$ cat config.mk
export PLATFORM = sky130hd
export DESIGN_NAME = mlbp_queue
export DESIGN_NICKNAME = d
export VERILOG_FILES = /design/src/sv/mlbp_pkg.sv /design/src/sv/mlbp_queue.sv
export SDC_FILE = /design/constraint.sdc
export NUM_CORES = 1
export LEC_CHECK = 0
export ABC_AREA = 0
export BUFFER_PORTS_ARGS = -buffer_cell sky130_fd_sc_hd__clkbuf_2
export CORE_MARGIN = 2
export CORE_UTILIZATION = 52
export DETAILED_ROUTE_END_ITERATION = 12
export GPL_TIMING_DRIVEN = 0
export PLACE_DENSITY_LB_ADDON = 0.15
export SETUP_SLACK_MARGIN = 0.3
export SKIP_CTS_REPAIR_TIMING = 1
export SLEW_MARGIN = 25
export SYNTH_ARGS = -nofsm -noshare
export SYNTH_HDL_FRONTEND = slang
export SYNTH_SLANG_ARGS = --single-unit
$ cat constraint.sdc
create_clock -name i_clk -period 9.1 [get_ports i_clk]
set_clock_uncertainty 0.15 [all_clocks]
set_input_delay 0.91 -clock i_clk [delete_from_list [all_inputs] [get_ports i_clk]]
set_output_delay 0.91 -clock i_clk [all_outputs]
set_load 0.005 [all_outputs]
$ cat src/sv/mlbp_pkg.sv
// ---------------------------------------------------------------------------
// mlbp_pkg
// Shared widths, constants and the queued item type of the bit packer.
// ---------------------------------------------------------------------------
package mlbp_pkg;

    localparam int WORD_BITS  = 64;
    localparam int LANE_BITS  = 8;
    localparam int COUNT_BITS = 7;
    localparam int FILL_BITS  = 6;
    localparam int Q_DEPTH    = 2;
    localparam int QP_BITS    = 1;
    localparam int QC_BITS    = 2;

    localparam logic [COUNT_BITS-1:0] MAX_COUNT = COUNT_BITS'(WORD_BITS);

    // classified item, as handed from the front to the back
    typedef struct packed {
        logic [LANE_BITS-1:0]  lane;
        logic                  in_range;
        logic [COUNT_BITS-1:0] bit_count;  // saturated, 0 .. 64
        logic [WORD_BITS-1:0]  bits;       // value with bits at and above bit_count cleared
        logic [WORD_BITS-1:0]  remaining;  // value >> bit_count
    } t_item;

endpackage

$ cat src/sv/mlbp_queue.sv
// ---------------------------------------------------------------------------
// mlbp_queue
// Short FIFO of classified items between the front and the back.
// ---------------------------------------------------------------------------
module mlbp_queue (
    input  logic            i_clk,
    input  logic            i_rst_n,
    input  logic            i_push,
    input  mlbp_pkg::t_item i_item,
    output logic            o_full,
    input  logic            i_pop,
    output logic            o_valid,
    output mlbp_pkg::t_item o_item
);
    import mlbp_pkg::*;

    t_item              r_slot [Q_DEPTH];
    logic [QP_BITS-1:0] r_wp, r_rp;
    logic [QC_BITS-1:0] r_cnt;

    assign o_full  = (r_cnt == QC_BITS'(Q_DEPTH));
    assign o_valid = (r_cnt != '0);
    assign o_item  = r_slot[r_rp];

    always_ff @(posedge i_clk) begin
        if (!i_rst_n) begin
            r_wp  <= '0;
            r_rp  <= '0;
            r_cnt <= '0;
        end else begin
            if (i_push) r_wp <= r_wp + 1'b1;
            if (i_pop)  r_rp <= r_rp + 1'b1;
            case ({i_push, i_pop})
                2'b10:   r_cnt <= r_cnt + 1'b1;
                2'b01:   r_cnt <= r_cnt - 1'b1;
                default: r_cnt <= r_cnt;
            endcase
        end
    end

    always_ff @(posedge i_clk) begin
        if (i_push) r_slot[r_wp] <= i_item;
    end

endmodule

Word-level counts from Yosys, hierarchy flattened
Memories as Yosys holds them, arrays and structs flattened. A register that Yosys moved wholly into a read port is not among the register bits.
Cells that the tools add are included.
W data, S select, Z words.
{"block": "op_classes", "n_addsub": 4, "n_eq_ne": 3, "n_mux": 5, "n_reduce_logical": 2}
{"cell": "$eq A2 B2 Y1 const B", "count": 2}
{"cell": "$mux W1", "count": 4}
{"cell": "$pmux W2 S2", "count": 1}
{"cell": "$reduce_bool A2 Y1", "count": 2}
{"cell": "$add A1 B1 Y1 const B", "count": 2}
{"cell": "$add A2 B1 Y2 const B", "count": 1}
{"cell": "$eq A2 B1 Y1 const B", "count": 1}
{"cell": "$sub A2 B1 Y2 const B", "count": 1}
{"block": "totals", "register_bits": 4, "ram_bits": 288, "inputBits": 148, "output_inout_bits": 146, "elab_cells": 18, "mem_count": 1}
{"name": "r_slot", "words": 2, "word_bits": 144, "read_ports": 1, "rd_clocked_by_memory_dff": 1, "write_ports": 1, "line_no": "mlbp_queue.sv:17", "text": "t_item r_slot [Q_DEPTH];"}

Logic depth before layout (Yosys ltp)
Gate-level depths: netlist (run 1).
{"block": "logic_depth", "ltp_word": 3, "ltp_mapped": 5, "ltp_nobuf": 5}

Least setup slack after synthesis (run 1)
OpenSTA, ideal clock, no wires.
{"block": "synth_timing", "path_kind": "in2reg", "from": "input port i_push", "to": "memory r_slot[0][0] in the netlist's numbering, enable pin", "setup_ns": 0.655, "t_arrival_ns": 7.029, "required_time_ns": 8.295, "path_slack_ns": 1.266, "path_stages": 2, "n_path_buf": 0, "cell_sequence": "inv_1 nor2_1"}
{"block": "synth_between", "elab_chain_cells": 2}
{"element": "from (decl)", "line_no": "mlbp_queue.sv:8", "text": "input logic i_push,"}
{"element": "$mux W1", "line_no": "mlbp_queue.sv:42", "text": "if (i_push) r_slot[r_wp] <= i_item;"}
{"element": "$mux W1 (implied by the code)", "line_no": "mlbp_queue.sv:42"}
{"element": "to (decl)", "line_no": "mlbp_queue.sv:17"}
No other way between the ends.

==> flow_summary.yaml, run 1 <==
placed_design:
  gp_congestion: 0.7456
  port_buffers: 293
  dp_hpwl_um: 13970
sta:
  period_share_pct: 31.46
  final-hold-violation-count: 0
  worstMarginPinSlew_ns: 0.7320
  fmax_mhz: 349.3
  finalCriticalPeriod_ns: 2.863
  finalSetupViolations: 0
  slew-limit-headroom_pct: 51.20
  finalSetupTns_ns: 0
  holdWs_ns: 0.3685
  drv_slew: 0
  rsz0062_at_grt: "false"
hold_path:
  min-delay-path-class: "reg -> reg"
  worstHoldPathCells: 2
  min_to: "r_cnt[1]"
  min_from: "r_cnt[1]"
synthesis:
  yosysSeqAreaShare_pct: 80.67
  syn_avg_cell_area_um2: 23.07
  netlist_instances: 470
  synthesis.area_mm2: 0.01084
  ys_ff_latch: 293
  syn_nets: 619
  synth_cell_type_count: 19
  yosysWarnings: 0
clock_network:
  clk_latency_ns: 0.52
  cts.sinks: 293
  cts_max_level: 1
  numCtsBuffers: 29
  path_clk_slew_ns: 0.06
  clock_path_buffers: 3
  cts-root-buf: "clkbuf_16"
  cts_tree: "yes"
run_status:
  status: "finished clean"
pwr:
  powerDensity_mw_per_mm2: 216.0
  vdd_drop_max_mv: 0.1631
  power_mw: 2.970
  p_leak_nw: 5.394
critical_path:
  regToRegSetupSlack_ns: 7.17
  worstPathRequired_ns: 8.04
  worstSetupPathType: "reg -> out"
  worstPathMaxFanout: 10
  endpoint_kind: "output port"
  worstReg2RegEnd: "r_slot[1][113]"
  reg2reg_from: "r_wp"
  cp-start-kind: "flop"
  worstRegToRegCells: 2
  cp.arrival_ns: 1.80
routing:
  first_pass_iters: 4
  wire_per_inst_um: 17.86
  postRouteAntennaNets: 0
  num_vias: 5413
  drc_errors: 0
  drt-total-wl_um: 19530
  via_per_inst: 4.952
  drt-initial-drc-count: 181
global_routing:
  overflow: 0
  antenna_found_initial: 0
  grt_use_total_pct: 17.36
  grt_max_degree: 54
  grt_first_pass_wirelength_um: 29750
  grt_pass1_vias: 5742
die:
  core_mm2: 0.02036
  num_io_pins: 294
  die_height_um: 148.4
  dieArea_mm2: 0.02203
  die_w_um: 148.4
  start_util_pct: 53.25
  num_rows: 52
job:
  drv_cap: 0
final_layout:
  final_cell_mix: "clkbuf_2 (293), edfxtp_1 (288), mux2_2 (84), mux2_4 (60), clkbuf_16 (29)"
  final_nets: 952
  drive_gt1_share_pct: 60.87
  final_common_cell: "clkbuf_2"
  area_growth_pct: 26.81
  antenna_cells: 0
==> power breakdown <==
group	switching, mW	internal, mW	total [mW]
clock network	0.443	0.635	1.08
registers	0.0164	1.56	1.58
logic	0.142	0.173	0.315
total	0.601	2.37	2.97
==> worst max-delay path by stage <==
stage | end | cells past startpoint | slack [ns]
3_5_place_dp | r_slot[0][81] | 6 | 6.45
6_report | o_item[115] | 5 | 6.24
2_1_floorplan | r_slot[0][0] | 2 | 1.27
5_1_grt | o_item[114] | 5 | 6.11
3_3_place_gp | r_wp | 4 | -1.70
4_1_cts | o_item[111] | 5 | 6.17
==> cell families (layout without fill, tap and decap cells) <==
| group | after synthesis | after routing | synth area share, % |
|---|---|---|---|
| compound gates | 3 | 3 | 0.1846 |
| xor+xnor | 3 | 3 | 0.2423 |
| fa+ha+maj | 1 | 1 | 0.1154 |
| buf+inv | 17 | 370 | 1.235 |
| flops | 293 | 293 | 80.67 |
| mux | 144 | 144 | 17.03 |
| simple gates | 9 | 9 | 0.5193 |
==> Yosys cell counts (all sizes together) <==
cell | n | area share (%)
edfxtp | 288 | 80
and2b | 1 | 0.081
xor2 | 1 | 0.081
a21boi | 1 | 0.069
buf | 16 | 1.2
nor2 | 1 | 0.035
or2 | 1 | 0.058
or3 | 1 | 0.058
ha | 1 | 0.12
o21ai | 1 | 0.046
inv | 1 | 0.035
nor2b | 1 | 0.058
xnor2 | 2 | 0.16
and2 | 4 | 0.23
dfxtp | 5 | 0.92
o21a | 1 | 0.069
mux2 | 144 | 17
==> stage by stage <==
step | worst slack [ns] | cells | util [%] | cell area (um2)
after floorplan | 1.266 | 470 | - | 10840
after global placement | -1.702 | 1033 | 62.11 | 12650
after detailed placement | 6.452 | 1042 | 63.28 | 12890
after CTS | 6.171 | 1093 | 67.53 | 13750
after global routing | 6.111 | 1093 | 67.53 | 13750
final | 6.237 | 1093 | 67.53 | 13750
==> sequential cells by signal, indices dropped and copies added (netlist names), named ones only <==
register	count
r_cnt	2
r_slot	288
r_rp	1
r_wp	1
==> critical path: stages (launching register included) <==
cell	delay [ns]
dfxtp_1	0.32
buf_6	0.15
buf_6	0.18
buf_6	0.20
mux2_4	0.31
clkbuf_2	0.13
==> cell type report <==
type                            count  area, um2
Buffer                             16      130.1
Multi-Input combinational cell    160       1972
Fill cell                        1369       6613
Clock inverter                     15      113.9
Timing Repair Buffer              302       1694
Inverter                            1      3.754
Tap cell                          270      337.8
Clock buffer                       36      752.0
Sequential cell                   293       8748
==> per-layer routing <==
layer  share of wire (%)  track usage [%]  wire, um
met3                  10            6.135      1953
met1                  36            20.18      7118
met5                   0                0         0
met4                 2.5            5.905       495
met2                  51            30.14      9958
Note: power is estimated with default switching activity, not from simulation.
==> inputs of run 2 (changes only) <==
clock period = 2.9 ns   (was 9.1 ns; I/O delays follow)
==> run 2 against run 1 <==
Setup slack worse by 5.6 ns. Via count is 11% higher. Design area is 11% higher. Worst hold slack worse by 0.27 ns. Non-clock buffer count is 147 higher. Routed wire length is 14% higher. First-iteration DRC count is 30% higher. Cell count is 14% higher. Power grew to 3.2 times the previous value. Largest cell class unchanged. Clock-buffer cell count is 2 higher. Sequential power grew to 3.1 times the previous value. Critical endpoint is now o_item[104]. Die area stayed put.
==> flow_summary.yaml, run 2 (synthesis gave the netlist of run 1 again) <==
critical_path:
  cpMostUsedCell: "buf_6"
  path_cells: "buf_6 > buf_6 > buf_6 > mux2_4 > clkbuf_2"
  crit_family: "buffers and inverters"
  cp.buffers_inverters: 4
  endpoint_kind: "output port"
  worstPathMaxFanout: 10
  slowest_stage: "dfxtp_1"
  worstSetupPathType: "reg -> out"
  regToRegSetupSlack_ns: 1.07
  cp.arrival_ns: 1.84
  worstPathRequired_ns: 2.46
  cp-start-kind: "flop"
  critPathMaxStageDelay_ns: 0.32
die:
  core_mm2: 0.02036
  die_w_um: 148.4
  die_height_um: 148.4
  num_io_pins: 294
  start_util_pct: 53.25
  num_rows: 52
  dieArea_mm2: 0.02203
sta:
  drv_slew: 0
  finalSetupTns_ns: 0
  worstMarginPinSlew_ns: 0.4985
  finalCriticalPeriod_ns: 2.276
  holdWs_ns: 0.09956
  finalSetupViolations: 0
  period_share_pct: 78.49
  rsz0062_at_grt: "false"
  final-hold-violation-count: 0
  slew-limit-headroom_pct: 66.69
  fmax_mhz: 439.3
global_routing:
  overflow: 0
  antenna_found_initial: 0
  grt_first_pass_wirelength_um: 29830
  grt_max_degree: 46
  grt_pass1_vias: 5801
  grt_use_total_pct: 17.66
routing:
  first_pass_iters: 4
  wire_per_inst_um: 17.98
  drt-total-wl_um: 22330
  drt-initial-drc-count: 235
  num_vias: 6026
  postRouteAntennaNets: 0
  drc_errors: 0
  via_per_inst: 4.852
final_layout:
  area_growth_pct: 40.88
  final_cell_mix: "clkbuf_2 (293), edfxtp_1 (288), dlygate4sd3_1 (146), mux2_2 (84), mux2_4 (60)"
  final_common_cell: "clkbuf_2"
  largest_reg_flops: 288
  stdcell_count: 1242
  drive_gt1_share_pct: 52.06
  antenna_cells: 0
  postLayoutCellArea_mm2: 0.01528
  largestRegisters: "r_slot: 288 flops, r_cnt: 2 flops"
  top_register: "r_slot"
  final_nets: 1100
clock_network:
  clock_path_buffers: 3
  cts_max_level: 1
  cts_tree: "yes"
  numCtsBuffers: 30
  cts.sinks: 293
  clk_latency_ns: 0.54
  cts-root-buf: "clkbuf_16"
  path_clk_slew_ns: 0.05
placed_design:
  port_buffers: 293
  place_area_mm2: 0.01292
  gp_congestion: 0.7091
  dp_cells: 1043
  dp_hpwl_um: 14490
run_status:
  status: "finished clean"
pwr:
  power.switching_mw: 2.004
  netSwitchingFraction_pct: 20.89
  powerDensity_mw_per_mm2: 628.0
  internal_power_mw: 7.589
  pwr-share-clk_pct: 36.2
  power_frac_comb_pct: 12.2
  p_leak_nw: 6.030
  p_seq_share_pct: 51.6
  vdd_drop_max_mv: 0.5189
hold_path:
  min-delay-path-class: "in -> reg"
job:
  drv_cap: 0
## run 2: per-layer routing
layer | share of wire (%) | track usage [%] | up-vias
met1 | 38 | 19.66 | 2928
met4 | 2.6 | 6.238 | 0
met3 | 6.4 | 5.675 | 50
li1 | - | - | 2838
met2 | 53 | 31.92 | 210
met5 | 0 | 0 | -
## run 2: layout make-up
| class | instances | area (um2) |
|---|---|---|
| Buffer | 16 | 130.1 |
| Clock buffer | 38 | 802.0 |
| Clock inverter | 15 | 88.84 |
| Fill cell | 1181 | 5087 |
| Inverter | 1 | 16.27 |
| Multi-Input combinational cell | 160 | 1972 |
| Sequential cell | 293 | 8750 |
| Tap cell | 270 | 337.8 |
| Timing Repair Buffer | 449 | 3181 |
## run 2: worst register-to-register path: stages, from the launching register on
cell and delay [ns]:
dfxtp_2 0.36, and2_4 0.40, buf_12 0.29, buf_16 0.28
## run 2: worst paths after layout
kind	from	endpoint	cells after the start
worst min-delay path	i_push	r_wp	3
worst max-delay path	flop	o_item[104]	5
worst max register to register	r_wp	r_slot[1][77]	3
worst min register to register	r_cnt[1]	r_cnt[1]	2
## run 2: power groups by stage
| stage | logic [mW] | registers, mW | clock network (mW) |
|---|---|---|---|
| 6_report | 1.17 | 4.95 | 3.47 |
| 5_1_grt | 1.26 | 4.97 | 3.70 |
| 4_1_cts | 1.02 | 4.95 | 3.53 |
| 3_5_place_dp | 1.01 | 5.04 | 0 |
| 3_3_place_gp | 0.932 | 5.04 | 0 |
| 2_1_floorplan | 0.524 | 5.03 | 0 |
## run 2: through the flow
step	setup slack (ns)	total power, mW	util, %
finish	0.6237	9.594	75.02
detailed placement	0.8301	6.051	63.47
CTS	0.5907	9.499	67.84
global route	0.5337	9.928	75.02
global placement	-1.329	5.976	62.22
floorplan	-0.1110	5.557	-
==> inputs of run 3 (changes only) <==
ABC_AREA = 1   (was 0)
clock period = 2.4 ns   (was 2.9 ns; I/O delays follow)
==> run 3 against run 2 <==
Synthesized area hardly changed. Die area hardly changed. Synthesized cell count is 2.8% higher. Largest power group unchanged. Clock-buffer cell count is 2 lower. Flip-flop and latch count stayed put. Design area is 2.1% higher. Non-clock buffer count is 13 higher. Critical path type unchanged. Setup slack worse by 0.37 ns. First-iteration DRC count is 6.0% lower. Highest routed layer unchanged. Critical path depth stayed put. Cell count is 1.7% higher. Sequential power is 21% higher.
==> flow_summary.yaml, run 3 <==
synthesis:
  synth_ff_type: "edfxtp_1"
  synthesis.area_mm2: 0.01085
  netlist_instances: 483
  yosysMostFrequentCell: "edfxtp_1"
  syn_nets: 632
  netlist.area_leader.share_pct: 79.70
  synth-edff-count: 288
  ys_ff_latch: 293
  yosysSeqAreaShare_pct: 80.62
  synth_area_leader_cell: "edfxtp_1"
  async_flop_share_pct: 0
  syn_avg_cell_area_um2: 22.47
  yosysWarnings: 0
  synth_cell_type_count: 13
  synth_common_cells: "edfxtp_1 (288), mux2_2 (84), mux2_4 (60)"
  synth_area_leaders: "edfxtp_1 (80%), mux2_2 (8.7%), mux2_4 (8.3%)"
placed_design:
  gp_congestion: 0.7254
  dp_cells: 1059
  port_buffers: 293
  dp_hpwl_um: 14930
  dpl_worst_slack_ns: 0.2981
critical_path:
  worstPathMaxFanout: 7
  cp-start-kind: "flop"
  regToRegSetupSlack_ns: 0.42
  cp.arrival_ns: 1.76
  crit_family: "buffers and inverters"
  crit_cells: 5
  path_cells: "buf_12 > buf_12 > clkbuf_16 > mux2_4 > clkbuf_2"
  cp.buffers_inverters: 4
  worstPathRequired_ns: 2.01
  cpMostUsedCell: "buf_12"
  endpoint_kind: "output port"
  slowest_stage: "dfxtp_4"
  worstSetupPathType: "reg -> out"
  crit_end: "o_item[78]"
  worstReg2RegEnd: "r_slot[0][63]"
  worstRegToRegCells: 4
  critPathMaxStageDelay_ns: 0.36
  reg2reg_from: "r_wp"
sta:
  holdWs_ns: 0.04565
  rsz0062_at_grt: "true"
  period_share_pct: 89.45
  final-hold-violation-count: 0
  drv_slew: 0
  finalSetupViolations: 0
  fmax_mhz: 465.8
  slew-limit-headroom_pct: 53.90
  finalCriticalPeriod_ns: 2.147
  layout_setup_ws_ns: 0.2531
  worstMarginPinSlew_ns: 0.6898
routing:
  num_vias: 6212
  wire_per_inst_um: 18.44
  first_pass_iters: 4
  drc_errors: 0
  postRouteAntennaNets: 0
  via_per_inst: 4.918
  drt-initial-drc-count: 221
  drt-total-wl_um: 23290
hold_path:
  min-delay-path-class: "in -> reg"
final_layout:
  top_register: "r_slot"
  drive_gt1_share_pct: 51.36
  largestRegisters: "r_slot: 288 flops, r_cnt: 2 flops"
  multi_input_area_mm2: 0.001972
  area_growth_pct: 43.68
  num-fill-cells: 1124
  final_common_cell: "clkbuf_2"
  fin_util_pct: 76.56
  final_cell_mix: "clkbuf_2 (291), edfxtp_1 (288), dlygate4sd3_1 (147), mux2_2 (81), mux2_4 (63)"
  final_nets: 1124
  stdcell_count: 1263
  final-seq-area_mm2: 0.008753
  antenna_cells: 0
  largest_reg_flops: 288
pwr:
  vdd_drop_max_mv: 0.7975
  powerDensity_mw_per_mm2: 722.6
  internal_power_mw: 8.926
  pwr-share-clk_pct: 34.3
  power_frac_comb_pct: 12.5
  power.switching_mw: 2.340
  netSwitchingFraction_pct: 20.77
  p_leak_nw: 6.178
  p_seq_share_pct: 53.2
clock_network:
  cts_tree: "yes"
  clk_latency_ns: 0.53
  cts-root-buf: "clkbuf_16"
  numCtsBuffers: 28
  path_clk_slew_ns: 0.06
  clock_path_buffers: 3
  cts.sinks: 293
  cts_max_level: 1
die:
  die_w_um: 148.5
  dieArea_mm2: 0.02204
  start_util_pct: 53.29
  core_mm2: 0.02036
  num_rows: 52
  die_height_um: 148.5
  num_io_pins: 294
global_routing:
  grt_use_total_pct: 17.88
  grt_pass1_vias: 5866
  grt_first_pass_wirelength_um: 30350
  grt_max_degree: 30
  antenna_found_initial: 0
  overflow: 0
job:
  drv_cap: 0
run_status:
  status: "finished clean"
run 3: metal layers:
metal	vias to the layer above	wire, um	track usage, %
met5	-	0	0
li1	2897	-	-
met1	3034	8576	20.09
met4	0	619	6.619
met3	44	1667	5.859
met2	237	12430	31.85
run 3: power groups by stage:
stage                     clock [mW]  combinational, mW  sequential (mW)
after floorplan                    0              0.545             6.09
after global placement             0              0.999             6.11
after global routing            4.17               1.51             6.01
after detailed placement           0               1.11             6.10
after CTS                       3.94               1.12             5.99
final                           3.86               1.41             6.00
run 3: logic make-up after synthesis:
kind of cell	share of synthesized area [%]
adder cells (fa/ha/maj)	0.1153
AO/OA/AOI/OAI	0.09215
AND/OR/NAND/NOR	0.7495
multiplexers	17.02
flip-flops	80.62
buffers and inverters	1.407
run 3: cell type report:
cell class / count / share of cell area (%)
inverters: 6 / 0.1685
repair buffers: 462 / 22.25
clock buffers: 36 / 4.823
multi-input cells: 168 / 12.65
clock inverters: 12 / 0.2969
flip-flops and latches: 293 / 56.14
plain buffers: 16 / 1.509
well taps: 270 / 2.167
run 3: tightest hold or removal path, stage by stage:
cell and delay, ns:
clkbuf_2 0.09, inv_1 0.10, ha_1 0.18, a21oi_1 0.07
run 3: metrics by stage:
stage	TNS, ns	cell area [um2]	power (mW)
final	0	15590	11.27
after global routing	0	15590	11.69
after CTS	0	13790	11.05
after detailed placement	0	12990	7.210
after global placement	-506.28	12670	7.109
after floorplan	-185.55	10870	6.639
run 3: how the worst min path moves through the flow:
| stage | from | end | slack [ns] | cells after the start |
|---|---|---|---|---|
| 2_1_floorplan | i_item[0] | r_slot[0][0] | 0.19 | 0 |
| 3_3_place_gp | i_item[25] | r_slot[0][25] | 0.28 | 1 |
| 3_5_place_dp | i_item[7] | r_slot[1][7] | 0.28 | 1 |
| 4_1_cts | i_item[7] | r_slot[0][7] | -0.27 | 1 |
| 5_1_grt | i_push | r_cnt[0] | 0.05 | 4 |
| 6_report | i_push | r_cnt[0] | 0.05 | 4 |
